`config.mk`:
```
export PLATFORM = sky130hd
export DESIGN_NAME = text_to_integer_parser
export DESIGN_NICKNAME = d
export VERILOG_FILES = /design/src/sv/tti_pkg.sv /design/src/sv/tti_step.sv /design/src/sv/tti_result.sv /design/src/sv/text_to_integer_parser.sv
export SDC_FILE = /design/constraint.sdc
export NUM_CORES = 1
export LEC_CHECK = 0
export BUFFER_PORTS_ARGS = -buffer_cell sky130_fd_sc_hd__buf_2
export CAP_MARGIN = 20
export CORE_MARGIN = 2
export CORE_UTILIZATION = 40
export CTS_CLUSTER_DIAMETER = 80
export CTS_CLUSTER_SIZE = 12
export DETAILED_ROUTE_END_ITERATION = 16
export GPL_TIMING_DRIVEN = 1
export MAX_ROUTING_LAYER = met4
export SLEW_MARGIN = 30
export SYNTH_ARGS = -nofsm -noshare
export SYNTH_HDL_FRONTEND = slang
export SYNTH_SLANG_ARGS = --single-unit
```
`constraint.sdc`:
```
create_clock -name i_clk -period 11.1 [get_ports i_clk]
set_input_delay 1.665 -clock i_clk [delete_from_list [all_inputs] [get_ports i_clk]]
set_output_delay 1.665 -clock i_clk [all_outputs]
set_load 0.005 [all_outputs]
```
`src/sv/tti_pkg.sv`:
```
// ----------------------------------------------------------------------------
// tti_pkg: shared types, constants and a function of the text-to-integer parser
// Beat types of both channels, parse phase codes and the byte classifier.
// ----------------------------------------------------------------------------
package tti_pkg;

    localparam int RADIX_W          = 6;
    localparam int COUNT_W          = 16;
    localparam int RESULT_W         = 32;
    localparam int PHASE_W          = 3;
    localparam int VALUE_BITS_DEF   = 32;
    localparam int unsigned MAX_LENGTH_DEF = 65535;

    localparam logic [PHASE_W-1:0] PH_SPACE  = 3'd0;
    localparam logic [PHASE_W-1:0] PH_FIRST  = 3'd1;
    localparam logic [PHASE_W-1:0] PH_ZERO   = 3'd2;
    localparam logic [PHASE_W-1:0] PH_DIGITS = 3'd3;
    localparam logic [PHASE_W-1:0] PH_SUFFIX = 3'd4;
    localparam logic [PHASE_W-1:0] PH_DONE   = 3'd5;

    localparam logic [RADIX_W-1:0] RADIX_DEC = 6'd10;
    localparam logic [RADIX_W-1:0] RADIX_OCT = 6'd8;
    localparam logic [RADIX_W-1:0] RADIX_HEX = 6'd16;

    localparam logic [1:0] SUFFIX_L = 2'b10;
    localparam logic [1:0] SUFFIX_U = 2'b01;

    typedef struct packed {
        logic [7:0] ch;
        logic       last;
    } t_in_beat;

    typedef struct packed {
        logic signed [RESULT_W-1:0] value;
        logic [COUNT_W-1:0]         consumed;
        logic                       overflow;
    } t_out_beat;

    typedef struct packed {
        logic [PHASE_W-1:0] phase;
        logic               negative;
        logic [RADIX_W-1:0] base;
        logic               overflow_seen;
        logic [1:0]         suffix_seen;
    } t_parse_ctl;

    typedef struct packed {
        logic               is_blank;
        logic               is_sign;
        logic               is_minus;
        logic               is_zero;
        logic               is_x;
        logic               is_l;
        logic               is_u;
        logic               is_digit;
        logic [RADIX_W-1:0] digit;
    } t_char_class;

    function automatic t_char_class classify(input logic [7:0] c);
        t_char_class r;
        r          = '0;
        r.is_blank = (c == 8'h20) || (c >= 8'h09 && c <= 8'h0D);
        r.is_sign  = (c == 8'h2B) || (c == 8'h2D);
        r.is_minus = (c == 8'h2D);
        r.is_zero  = (c == 8'h30);
        r.is_x     = (c == 8'h78) || (c == 8'h58);
        r.is_l     = (c == 8'h6C) || (c == 8'h4C);
        r.is_u     = (c == 8'h75) || (c == 8'h55);
        if (c >= 8'h30 && c <= 8'h39) begin
            r.is_digit = 1'b1;
            r.digit    = RADIX_W'(c - 8'h30);
        end else if (c >= 8'h61 && c <= 8'h7A) begin
            r.is_digit = 1'b1;
            r.digit    = RADIX_W'(c - 8'h61 + 8'd10);
        end else if (c >= 8'h41 && c <= 8'h5A) begin
            r.is_digit = 1'b1;
            r.digit    = RADIX_W'(c - 8'h41 + 8'd10);
        end
        return r;
    endfunction

endpackage

```
`src/sv/tti_step.sv`:
```
// ----------------------------------------------------------------------------
// tti_step: next parse state for one text byte
// Runs the phase chain for one byte, including the radix multiply-add.
// ----------------------------------------------------------------------------
module tti_step #(
    parameter int          VALUE_BITS = tti_pkg::VALUE_BITS_DEF,
    parameter int unsigned MAX_LENGTH = tti_pkg::MAX_LENGTH_DEF
) (
    input  tti_pkg::t_parse_ctl              i_ctl,
    input  logic [VALUE_BITS-1:0]            i_acc,
    input  logic [tti_pkg::COUNT_W-1:0]      i_count,
    input  logic [7:0]                       i_ch,
    input  logic [tti_pkg::RADIX_W-1:0]      i_radix,
    output tti_pkg::t_parse_ctl              o_ctl,
    output logic [VALUE_BITS-1:0]            o_acc,
    output logic [tti_pkg::COUNT_W-1:0]      o_count
);

    localparam int PW = VALUE_BITS + tti_pkg::RADIX_W;
    localparam logic [tti_pkg::COUNT_W-1:0] COUNT_LIMIT =
        (MAX_LENGTH < 65535) ? tti_pkg::COUNT_W'(MAX_LENGTH) : 16'hFFFF;

    tti_pkg::t_char_class            cls;
    logic [tti_pkg::RADIX_W-1:0]     mul_base;
    logic [PW-1:0]                   prod;
    logic [VALUE_BITS-1:0]           sum;

    assign cls = tti_pkg::classify(i_ch);

    always_comb begin
        tti_pkg::t_parse_ctl c;
        logic go;
        logic take;
        logic add;
        c    = i_ctl;
        go   = 1'b1;
        take = 1'b0;
        add  = 1'b0;

        if (go && c.phase == tti_pkg::PH_SPACE) begin
            if (cls.is_blank) begin
                take = 1'b1;
                go   = 1'b0;
            end else if (cls.is_sign) begin
                c.negative = cls.is_minus;
                take       = 1'b1;
                c.phase    = tti_pkg::PH_FIRST;
                go         = 1'b0;
            end else begin
                c.phase = tti_pkg::PH_FIRST;
            end
        end

        if (go && c.phase == tti_pkg::PH_FIRST) begin
            if (i_radix <= 6'd1) begin
                if (!cls.is_zero) begin
                    c.base  = tti_pkg::RADIX_DEC;
                    c.phase = tti_pkg::PH_DIGITS;
                end else begin
                    c.base  = tti_pkg::RADIX_OCT;
                    take    = 1'b1;
                    c.phase = tti_pkg::PH_ZERO;
                    go      = 1'b0;
                end
            end else begin
                c.base = i_radix;
                if (i_radix == tti_pkg::RADIX_HEX && cls.is_zero) begin
                    take    = 1'b1;
                    c.phase = tti_pkg::PH_ZERO;
                    go      = 1'b0;
                end else begin
                    c.phase = tti_pkg::PH_DIGITS;
                end
            end
        end

        if (go && c.phase == tti_pkg::PH_ZERO) begin
            if (cls.is_x) begin
                c.base  = tti_pkg::RADIX_HEX;
                take    = 1'b1;
                c.phase = tti_pkg::PH_DIGITS;
                go      = 1'b0;
            end else begin
                c.phase = tti_pkg::PH_DIGITS;
            end
        end

        if (go && c.phase == tti_pkg::PH_DIGITS) begin
            if (cls.is_digit && cls.digit < c.base) begin
                add  = 1'b1;
                take = 1'b1;
                go   = 1'b0;
            end else begin
                c.phase = tti_pkg::PH_SUFFIX;
            end
        end

        if (go && c.phase == tti_pkg::PH_SUFFIX) begin
            if (cls.is_l && !c.suffix_seen[1]) begin
                c.suffix_seen = c.suffix_seen | tti_pkg::SUFFIX_L;
                take          = 1'b1;
            end else if (cls.is_u && !c.suffix_seen[0]) begin
                c.suffix_seen = c.suffix_seen | tti_pkg::SUFFIX_U;
                take          = 1'b1;
            end else begin
                c.phase = tti_pkg::PH_DONE;
            end
        end

        mul_base = (c.base != '0) ? c.base : tti_pkg::RADIX_DEC;
        prod     = PW'(i_acc) * PW'(mul_base);
        sum      = prod[VALUE_BITS-1:0] + VALUE_BITS'(cls.digit);

        o_acc = i_acc;
        if (add) begin
            o_acc = sum;
            if ((|prod[PW-1:VALUE_BITS]) || (sum < i_acc)) begin
                c.overflow_seen = 1'b1;
            end
        end

        o_count = (take && i_count < COUNT_LIMIT) ? i_count + 1'b1 : i_count;
        o_ctl   = c;
    end

endmodule

```
`src/sv/tti_result.sv`:
```
// ----------------------------------------------------------------------------
// tti_result: result beat from the final parse state
// Applies the sign, checks the signed range and widens to the result width.
// ----------------------------------------------------------------------------
module tti_result #(
    parameter int VALUE_BITS = tti_pkg::VALUE_BITS_DEF
) (
    input  tti_pkg::t_parse_ctl          i_ctl,
    input  logic [VALUE_BITS-1:0]        i_acc,
    input  logic [tti_pkg::COUNT_W-1:0]  i_count,
    output tti_pkg::t_out_beat           o_beat
);

    logic [VALUE_BITS-1:0] res;
    logic [63:0]           ext;
    logic                  ovf;

    always_comb begin
        if (i_ctl.negative) begin
            res = VALUE_BITS'(0) - i_acc;
            ovf = i_ctl.overflow_seen || ((res != '0) && !res[VALUE_BITS-1]);
        end else begin
            res = i_acc;
            ovf = i_ctl.overflow_seen || res[VALUE_BITS-1];
        end
        ext             = 64'($signed(res));
        o_beat.value    = $signed(ext[tti_pkg::RESULT_W-1:0]);
        o_beat.consumed = i_count;
        o_beat.overflow = ovf;
    end

endmodule

```
`src/sv/text_to_integer_parser.sv`:
```
// ----------------------------------------------------------------------------
// text_to_integer_parser: strtol-style integer parser over a byte stream
// Parses one text byte per beat and gives one result beat per buffer.
// ----------------------------------------------------------------------------
//  Channel  Direction  Handshake            Beat
//  in       input      i_in_valid/o_in_stall    t_in_beat  (ch, last)
//  out      output     o_out_valid/i_out_stall  t_out_beat (value, consumed, overflow)
//  cfg      input      i_cfg_valid/o_cfg_ready  radix, 6 bits
//
// One byte is accepted every cycle unless a last byte waits on a stalled
// result; the result of a last byte passes the input register, then the result register.
// The parse state and result register are loaded directly from the input
// register through one radix multiply-add. Reset is synchronous and clears
// the parse state and the radix. A stalled result holds only a last byte in
// the input register; other bytes keep flowing.
module text_to_integer_parser #(
    parameter int          VALUE_BITS = tti_pkg::VALUE_BITS_DEF,
    parameter int unsigned MAX_LENGTH = tti_pkg::MAX_LENGTH_DEF
) (
    input  logic                          i_clk,
    input  logic                          i_rst_n,
    input  logic                          i_in_valid,
    output logic                          o_in_stall,
    input  tti_pkg::t_in_beat             i_in,
    output logic                          o_out_valid,
    input  logic                          i_out_stall,
    output tti_pkg::t_out_beat            o_out,
    input  logic                          i_cfg_valid,
    output logic                          o_cfg_ready,
    input  logic [tti_pkg::RADIX_W-1:0]   i_cfg_data
);

    logic                          r_in_vld;
    tti_pkg::t_in_beat             r_in;
    logic                          r_out_vld;
    tti_pkg::t_out_beat            r_out;
    logic [tti_pkg::RADIX_W-1:0]   r_radix;
    tti_pkg::t_parse_ctl           r_ctl;
    logic [VALUE_BITS-1:0]         r_acc;
    logic [tti_pkg::COUNT_W-1:0]   r_count;

    tti_pkg::t_parse_ctl           n_ctl;
    logic [VALUE_BITS-1:0]         n_acc;
    logic [tti_pkg::COUNT_W-1:0]   n_count;
    tti_pkg::t_out_beat            n_out;

    logic adv;
    logic in_acc;

    tti_step #(
        .VALUE_BITS (VALUE_BITS),
        .MAX_LENGTH (MAX_LENGTH)
    ) u_step (
        .i_ctl   (r_ctl),
        .i_acc   (r_acc),
        .i_count (r_count),
        .i_ch    (r_in.ch),
        .i_radix (r_radix),
        .o_ctl   (n_ctl),
        .o_acc   (n_acc),
        .o_count (n_count)
    );

    tti_result #(
        .VALUE_BITS (VALUE_BITS)
    ) u_result (
        .i_ctl   (n_ctl),
        .i_acc   (n_acc),
        .i_count (n_count),
        .o_beat  (n_out)
    );

    assign adv         = r_in_vld && (!r_in.last || !r_out_vld || !i_out_stall);
    assign o_in_stall  = r_in_vld && !adv;
    assign in_acc      = i_in_valid && !o_in_stall;
    assign o_out_valid = r_out_vld;
    assign o_out       = r_out;
    assign o_cfg_ready = 1'b1;

    always_ff @(posedge i_clk) begin
        if (!i_rst_n) begin
            r_in_vld  <= 1'b0;
            r_out_vld <= 1'b0;
            r_radix   <= '0;
            r_ctl     <= '0;
            r_acc     <= '0;
            r_count   <= '0;
        end else begin
            if (in_acc) begin
                r_in_vld <= 1'b1;
            end else if (adv) begin
                r_in_vld <= 1'b0;
            end

            if (i_cfg_valid && o_cfg_ready) begin
                r_radix <= i_cfg_data;
            end

            if (adv && r_in.last) begin
                r_out_vld <= 1'b1;
            end else if (!i_out_stall) begin
                r_out_vld <= 1'b0;
            end

            if (adv) begin
                if (r_in.last) begin
                    r_ctl   <= '0;
                    r_acc   <= '0;
                    r_count <= '0;
                end else begin
                    r_ctl   <= n_ctl;
                    r_acc   <= n_acc;
                    r_count <= n_count;
                end
            end
        end
    end

    always_ff @(posedge i_clk) begin
        if (in_acc) begin
            r_in <= i_in;
        end
        if (adv && r_in.last) begin
            r_out <= n_out;
        end
    end

endmodule

```
## Word level (Yosys, flattened, before mapping)

Index checks and enable logic that the tools add are counted.

- Register bits after elaboration: 127
- Bits of input ports: 20
- Logic and storage cells: 165

- Equal/unequal tests: 17
- $mul: 1
- Order comparisons: 12
- Muxes and demuxes: 65
- Reductions and logical operators: 46
- $add $sub $neg: 8

Operator list:

| cell | number |
|---|---|
| 32-bit 2-to-1 mux | 3 |
| 8-bit by 7-bit == test with 1-bit output (second input constant) | 6 |
| 32-bit by 6-bit multiplier with 38-bit output | 1 |
| 1-bit 2-to-1 mux | 38 |
| 32-bit by 6-bit adder with 32-bit output | 1 |
| 8-bit by 6-bit == test with 1-bit output (second input constant) | 4 |
| 32-bit less-than comparator | 1 |
| 16-bit 2-to-1 mux | 2 |
| 32-bit nonzero test | 1 |
| 1-bit by 32-bit subtractor with 32-bit output (first input constant) | 1 |
| 6-bit 2-to-1 mux | 5 |
| 3-bit 2-to-1 mux | 8 |
| 7-bit 2-to-1 mux | 3 |
| 1-bit logical AND | 18 |
| 16-bit by 1-bit adder with 16-bit output (second input constant) | 1 |
| 8-bit by 7-bit greater-or-equal comparator with 1-bit output (second input constant) | 2 |
| 8-bit by 7-bit less-or-equal comparator with 1-bit output (second input constant) | 2 |
| 16-bit less-than comparator (second input constant) | 1 |
| 13-bit 2-to-1 mux | 1 |
| 6-bit by 4-bit adder with 6-bit output (second input constant) | 2 |
| 6-bit subtractor (second input constant) | 2 |
| 1-bit logical OR | 10 |
| 8-bit by 4-bit greater-or-equal comparator with 1-bit output (second input constant) | 1 |
| 8-bit by 6-bit greater-or-equal comparator with 1-bit output (second input constant) | 1 |
| 20 further kinds | 34 |

## Depth between registers and ports, before layout

- Depth in word-level cells: 21
- Depth in mapped cells: 47

## By module

From an unflattened synthesis, not the netlist that was laid out.

- Cell total of the unflattened synthesis: 1,740
- Area total of the unflattened synthesis: 14,971.9 um2

By module, submodules not included:

| module | instances | area each (um2) | cells each | sequential area each (um2) |
|---|---|---|---|---|
| tti_step | 1 | 9,517.9 | 1,295 | 0.0 |
| text_to_integer_parser | 1 | 4,002.6 | 226 | 3,123.0 |
| tti_result | 1 | 1,451.4 | 219 | 0.0 |

## Worst setup path before layout

Ideal clock, no wire load.

- Path kind: register to register
- Start: reg r_in[1] (netlist bit)
- End: reg r_out (netlist bit o_out[0]) (data pin)
- Cell stages (with the launch flop): 40
- Buffers on the path: 3
- Slack: 1.140 ns
- Required time: 10.841 ns
- Clock period less this slack: 9.960 ns
- Data arrival time: 9.701 ns
- Cell sequence: edfxtp_1 ha_1 and2_1 o221ai_1 a31o_2 and2_1 clkbuf_1 mux2i_1 o21ai_0 or4_1 o21ai_0 clkbuf_1 and2_1 fa_1 fa_1 inv_1 fa_1 inv_1 [... 4 more ...] o2111ai_2 mux2_2 nor2_1 nand4_1 or3_4 o31a_1 or2_2 ha_1 nand4_1 nor3_1 o31ai_1 o211ai_1 o211ai_1 a211oi_1 a41o_1 o211ai_1 or4_1 o31a_1

RTL lines:

| element | line | RTL |
|---|---|---|
| start: declaration | text_to_integer_parser.sv:34 | `tti_pkg::t_in_beat r_in;` |
| start signal: assignment | text_to_integer_parser.sv:121 | `r_in <= i_in;` |
| end signal: assignment | text_to_integer_parser.sv:124 | `r_out <= n_out;` |
| end: declaration | text_to_integer_parser.sv:36 | `tti_pkg::t_out_beat r_out;` |

==> results.txt <==
M1 GR Usage: 31.5%
worst hold start: r_ctl[0]$_SDFFE_PN0P_
number of flops mapped to enable cells by yosys: 58
Arrival @ worst endpoint: 10770 ps
dpl cell area: 16400 sq um
gr busiest metal: met2
Initial Util: 40.3%
first-pass GRT wire length: 74000 um
Critical Path Start Type: register
TritonCTS Buffers: 17
global route overflow: 0
HPWL after DPL: 35900 um
IO Pins: 72
Most used DFF post-synth: dfxtp_1
CP max stage cell: fa_1
CTS tree: yes
delay-heaviest family, CP: compound AO/OA/AOI/OAI gates
RR Startpoint: r_in[2]$_DFFE_PP_
crit end category: register
VDD IR max: 0.0000923 V
routed len/inst: 19.0 um
Yosys warnings: 0
worst slew pin tran: 944 ps
max cap viols: 0
WL final: 46600 um
Core Region: 38500 sq um
Setup violations, final: 0
Syn Nets: 2111
final worst path period need: 10590 ps
Final Hold Vio Count: 0
Final Wtd Congestion: 0.979
most frequent cells in the layout: inv_1, nor2_1, nand2_1
library cells used by synthesis: 108
CP max stage delay: 580 ps
Pre-antenna DRT Iters: 5
antenna violations before repair: 0
Worst Path Buf+Inv: 4
die extent in x: 201 um
CP Launch Point: r_in[2]$_DFFE_PP_
# rows: 72
htree depth: 4
largest net degree at the start of global routing: 67
DRC: 0
design area: 17300 sq um
CTS clk-pin slew, worst paths: 60 ps
vias in the first global route: 13.3k
CTS sink count: 127
hold_ws: 480 ps
Total Power: 1.59 mW
Worst Path Required: 11280 ps
vias: 13.9k
Pwr per Cell Area: 91.7 nW/um^2
IO buf count: 70
Clock Path Buffers: 2
syn avg cell area: 8.30 sq um
fmax: 0.0944 GHz
Final ANT Viol Nets: 0
Hold Buf Count CTS: 0
fin worst setup slack: 507 ps
Diodes inserted: 0
Skew-Pair Late Insertion Delay: 440 ps
Synth Cell Area: 15500 sq um
status: finished clean
CP Max Fanout: 23
CP Class: reg2reg
Clock Skews: 13.8 ps
fin util: 45.0%
nets@finish: 2165
Worst Hold Class: reg2reg
Root Buffer Master: clkbuf_16
Synth-to-Final Area Change: 11.6%
Die ar.: 40400 sq um
#FFs+latches synth: 127
share of cells above drive strength 1: 12.6%
Async SR Flop Fraction: 0%
commonest non-fill, non-tap cell in the layout: inv_1
GR met2 Demand/Resource: 38.9%
Synth Instances: 1869
final slew viol count: 0
Slew HR: 36.4%
1st-iter DRT viols: 1197
M3 GR Usage: 2.86%
sequential-to-total area share from yosys stat: 20.1%
part of the cycle the worst path needs: 95.4%
die height: 201 um
vias per cell: 5.67
GRT Util Overall: 23.8%
P_leak: 7.38 nW
Place WS: 168 ps
[routing by layer]
| metal | part of all wire [%] | vias to the layer above | routed length, um |
|---|---|---|---|
| li1 | - | 6560 | - |
| met1 | 44 | 6859 | 20700 |
| met2 | 49 | 422 | 22600 |
| met3 | 5.0 | 67 | 2330 |
| met4 | 2.2 | 0 | 1030 |
| met5 | 0 | - | 0 |
[synthesized netlist by cell type (8+ instances only)]
| library cell | n | area share [%] |
|---|---|---|
| o211ai_1 | 13 | 0.63 |
| xnor2_1 | 68 | 3.8 |
| a21oi_1 | 112 | 3.6 |
| a21o_1 | 21 | 1.0 |
| a31oi_1 | 18 | 0.73 |
| and2_1 | 70 | 2.8 |
| xor2_1 | 37 | 2.1 |
| or2_2 | 11 | 0.44 |
| or3_1 | 10 | 0.40 |
| nand2_1 | 157 | 3.8 |
| inv_1 | 195 | 4.7 |
| o21ai_1 | 21 | 0.68 |
| nand4_1 | 28 | 1.1 |
| nor3_1 | 51 | 1.6 |
| ha_1 | 100 | 8.1 |
| fa_1 | 122 | 16 |
| and3_1 | 20 | 0.81 |
| clkbuf_1 | 53 | 1.3 |
| mux2i_1 | 21 | 1.4 |
| a22oi_1 | 30 | 1.5 |
| nor4_1 | 16 | 0.65 |
| nand3b_1 | 12 | 0.58 |
| o22ai_1 | 26 | 1.0 |
| buf_1 | 8 | 0.19 |
| nor2_1 | 165 | 4.0 |
| o21ai_0 | 57 | 1.8 |
| edfxtp_1 | 58 | 11 |
| o21a_1 | 8 | 0.39 |
| nand3_1 | 43 | 1.4 |
| clkinv_1 | 16 | 0.39 |
| nor2b_1 | 48 | 1.9 |
| a211oi_1 | 11 | 0.53 |
| nand2b_1 | 15 | 0.61 |
| dfxtp_1 | 69 | 8.9 |
| buf_2 | 12 | 0.39 |
| nor3b_1 | 8 | 0.39 |
[what timing repair did]
item | 4_1_cts | 5_1_grt
setup endpoints to repair | 0 | 1
endpoints found under the hold margin | 0 | 0
setup buffers | 0 | 12
gates resized for setup | 0 | 37
[registers in the layout, indices dropped and copies added, names as in the netlist]
name and cells:
r_radix 6, r_in 9, r_in_vld 1, r_count 16, r_ctl 13, r_acc 32
o_out 49, o_out_valid 1
[power by group]
group	switching [mW]	total [mW]	internal, mW
sequential	0.0104	0.514	0.504
clock	0.230	0.595	0.365
combinational	0.308	0.478	0.169
total	0.549	1.59	1.04
[final cells by class]
type | instances | area, sq um
fill | 3799 | 21200
sequential | 127 | 3120
multi-input combinational | 1450 | 11400
clock inverter | 13 | 160
timing repair buffer | 115 | 713
clock buffer | 19 | 453
inverter | 212 | 810
tap | 518 | 648
[stage by stage]
stage	instances	TNS (ps)
final	2454	0
after global routing	2454	-14.0
after CTS	2442	0
after detailed placement	2410	0
after global placement	2410	0
after floorplan	1869	0
[logic make-up after synthesis]
logic type	synth area share (%)
compound gates	17.6
xor+xnor	6.03
fa+ha+maj	23.8
buf+inv	7.43
flops	20.1
mux	1.72
other cells	0.0242
simple gates	23.3
[worst register-to-register path, delay by kind of cell (launching register included)]
family / cells / cell delay [ps]
XOR/XNOR: 1 / 560
multiplexers: 1 / 210
AO/OA/AOI/OAI: 16 / 3400
adder cells (fa/ha/maj): 6 / 2290
flip-flops: 1 / 460
buffers and inverters: 4 / 650
AND/OR/NAND/NOR: 11 / 2800
[worst paths after layout]
path                                               to  depth (start not counted)  slack, ps
worst max-delay path               o_out[0]$_DFFE_PP_                         39        510
worst min-delay path            r_ctl[0]$_SDFFE_PN0P_                          2        480
worst max register to register     o_out[0]$_DFFE_PP_                         39        510
worst min register to register  r_ctl[0]$_SDFFE_PN0P_                          2        480
Note: power is estimated with default switching activity, not from simulation.
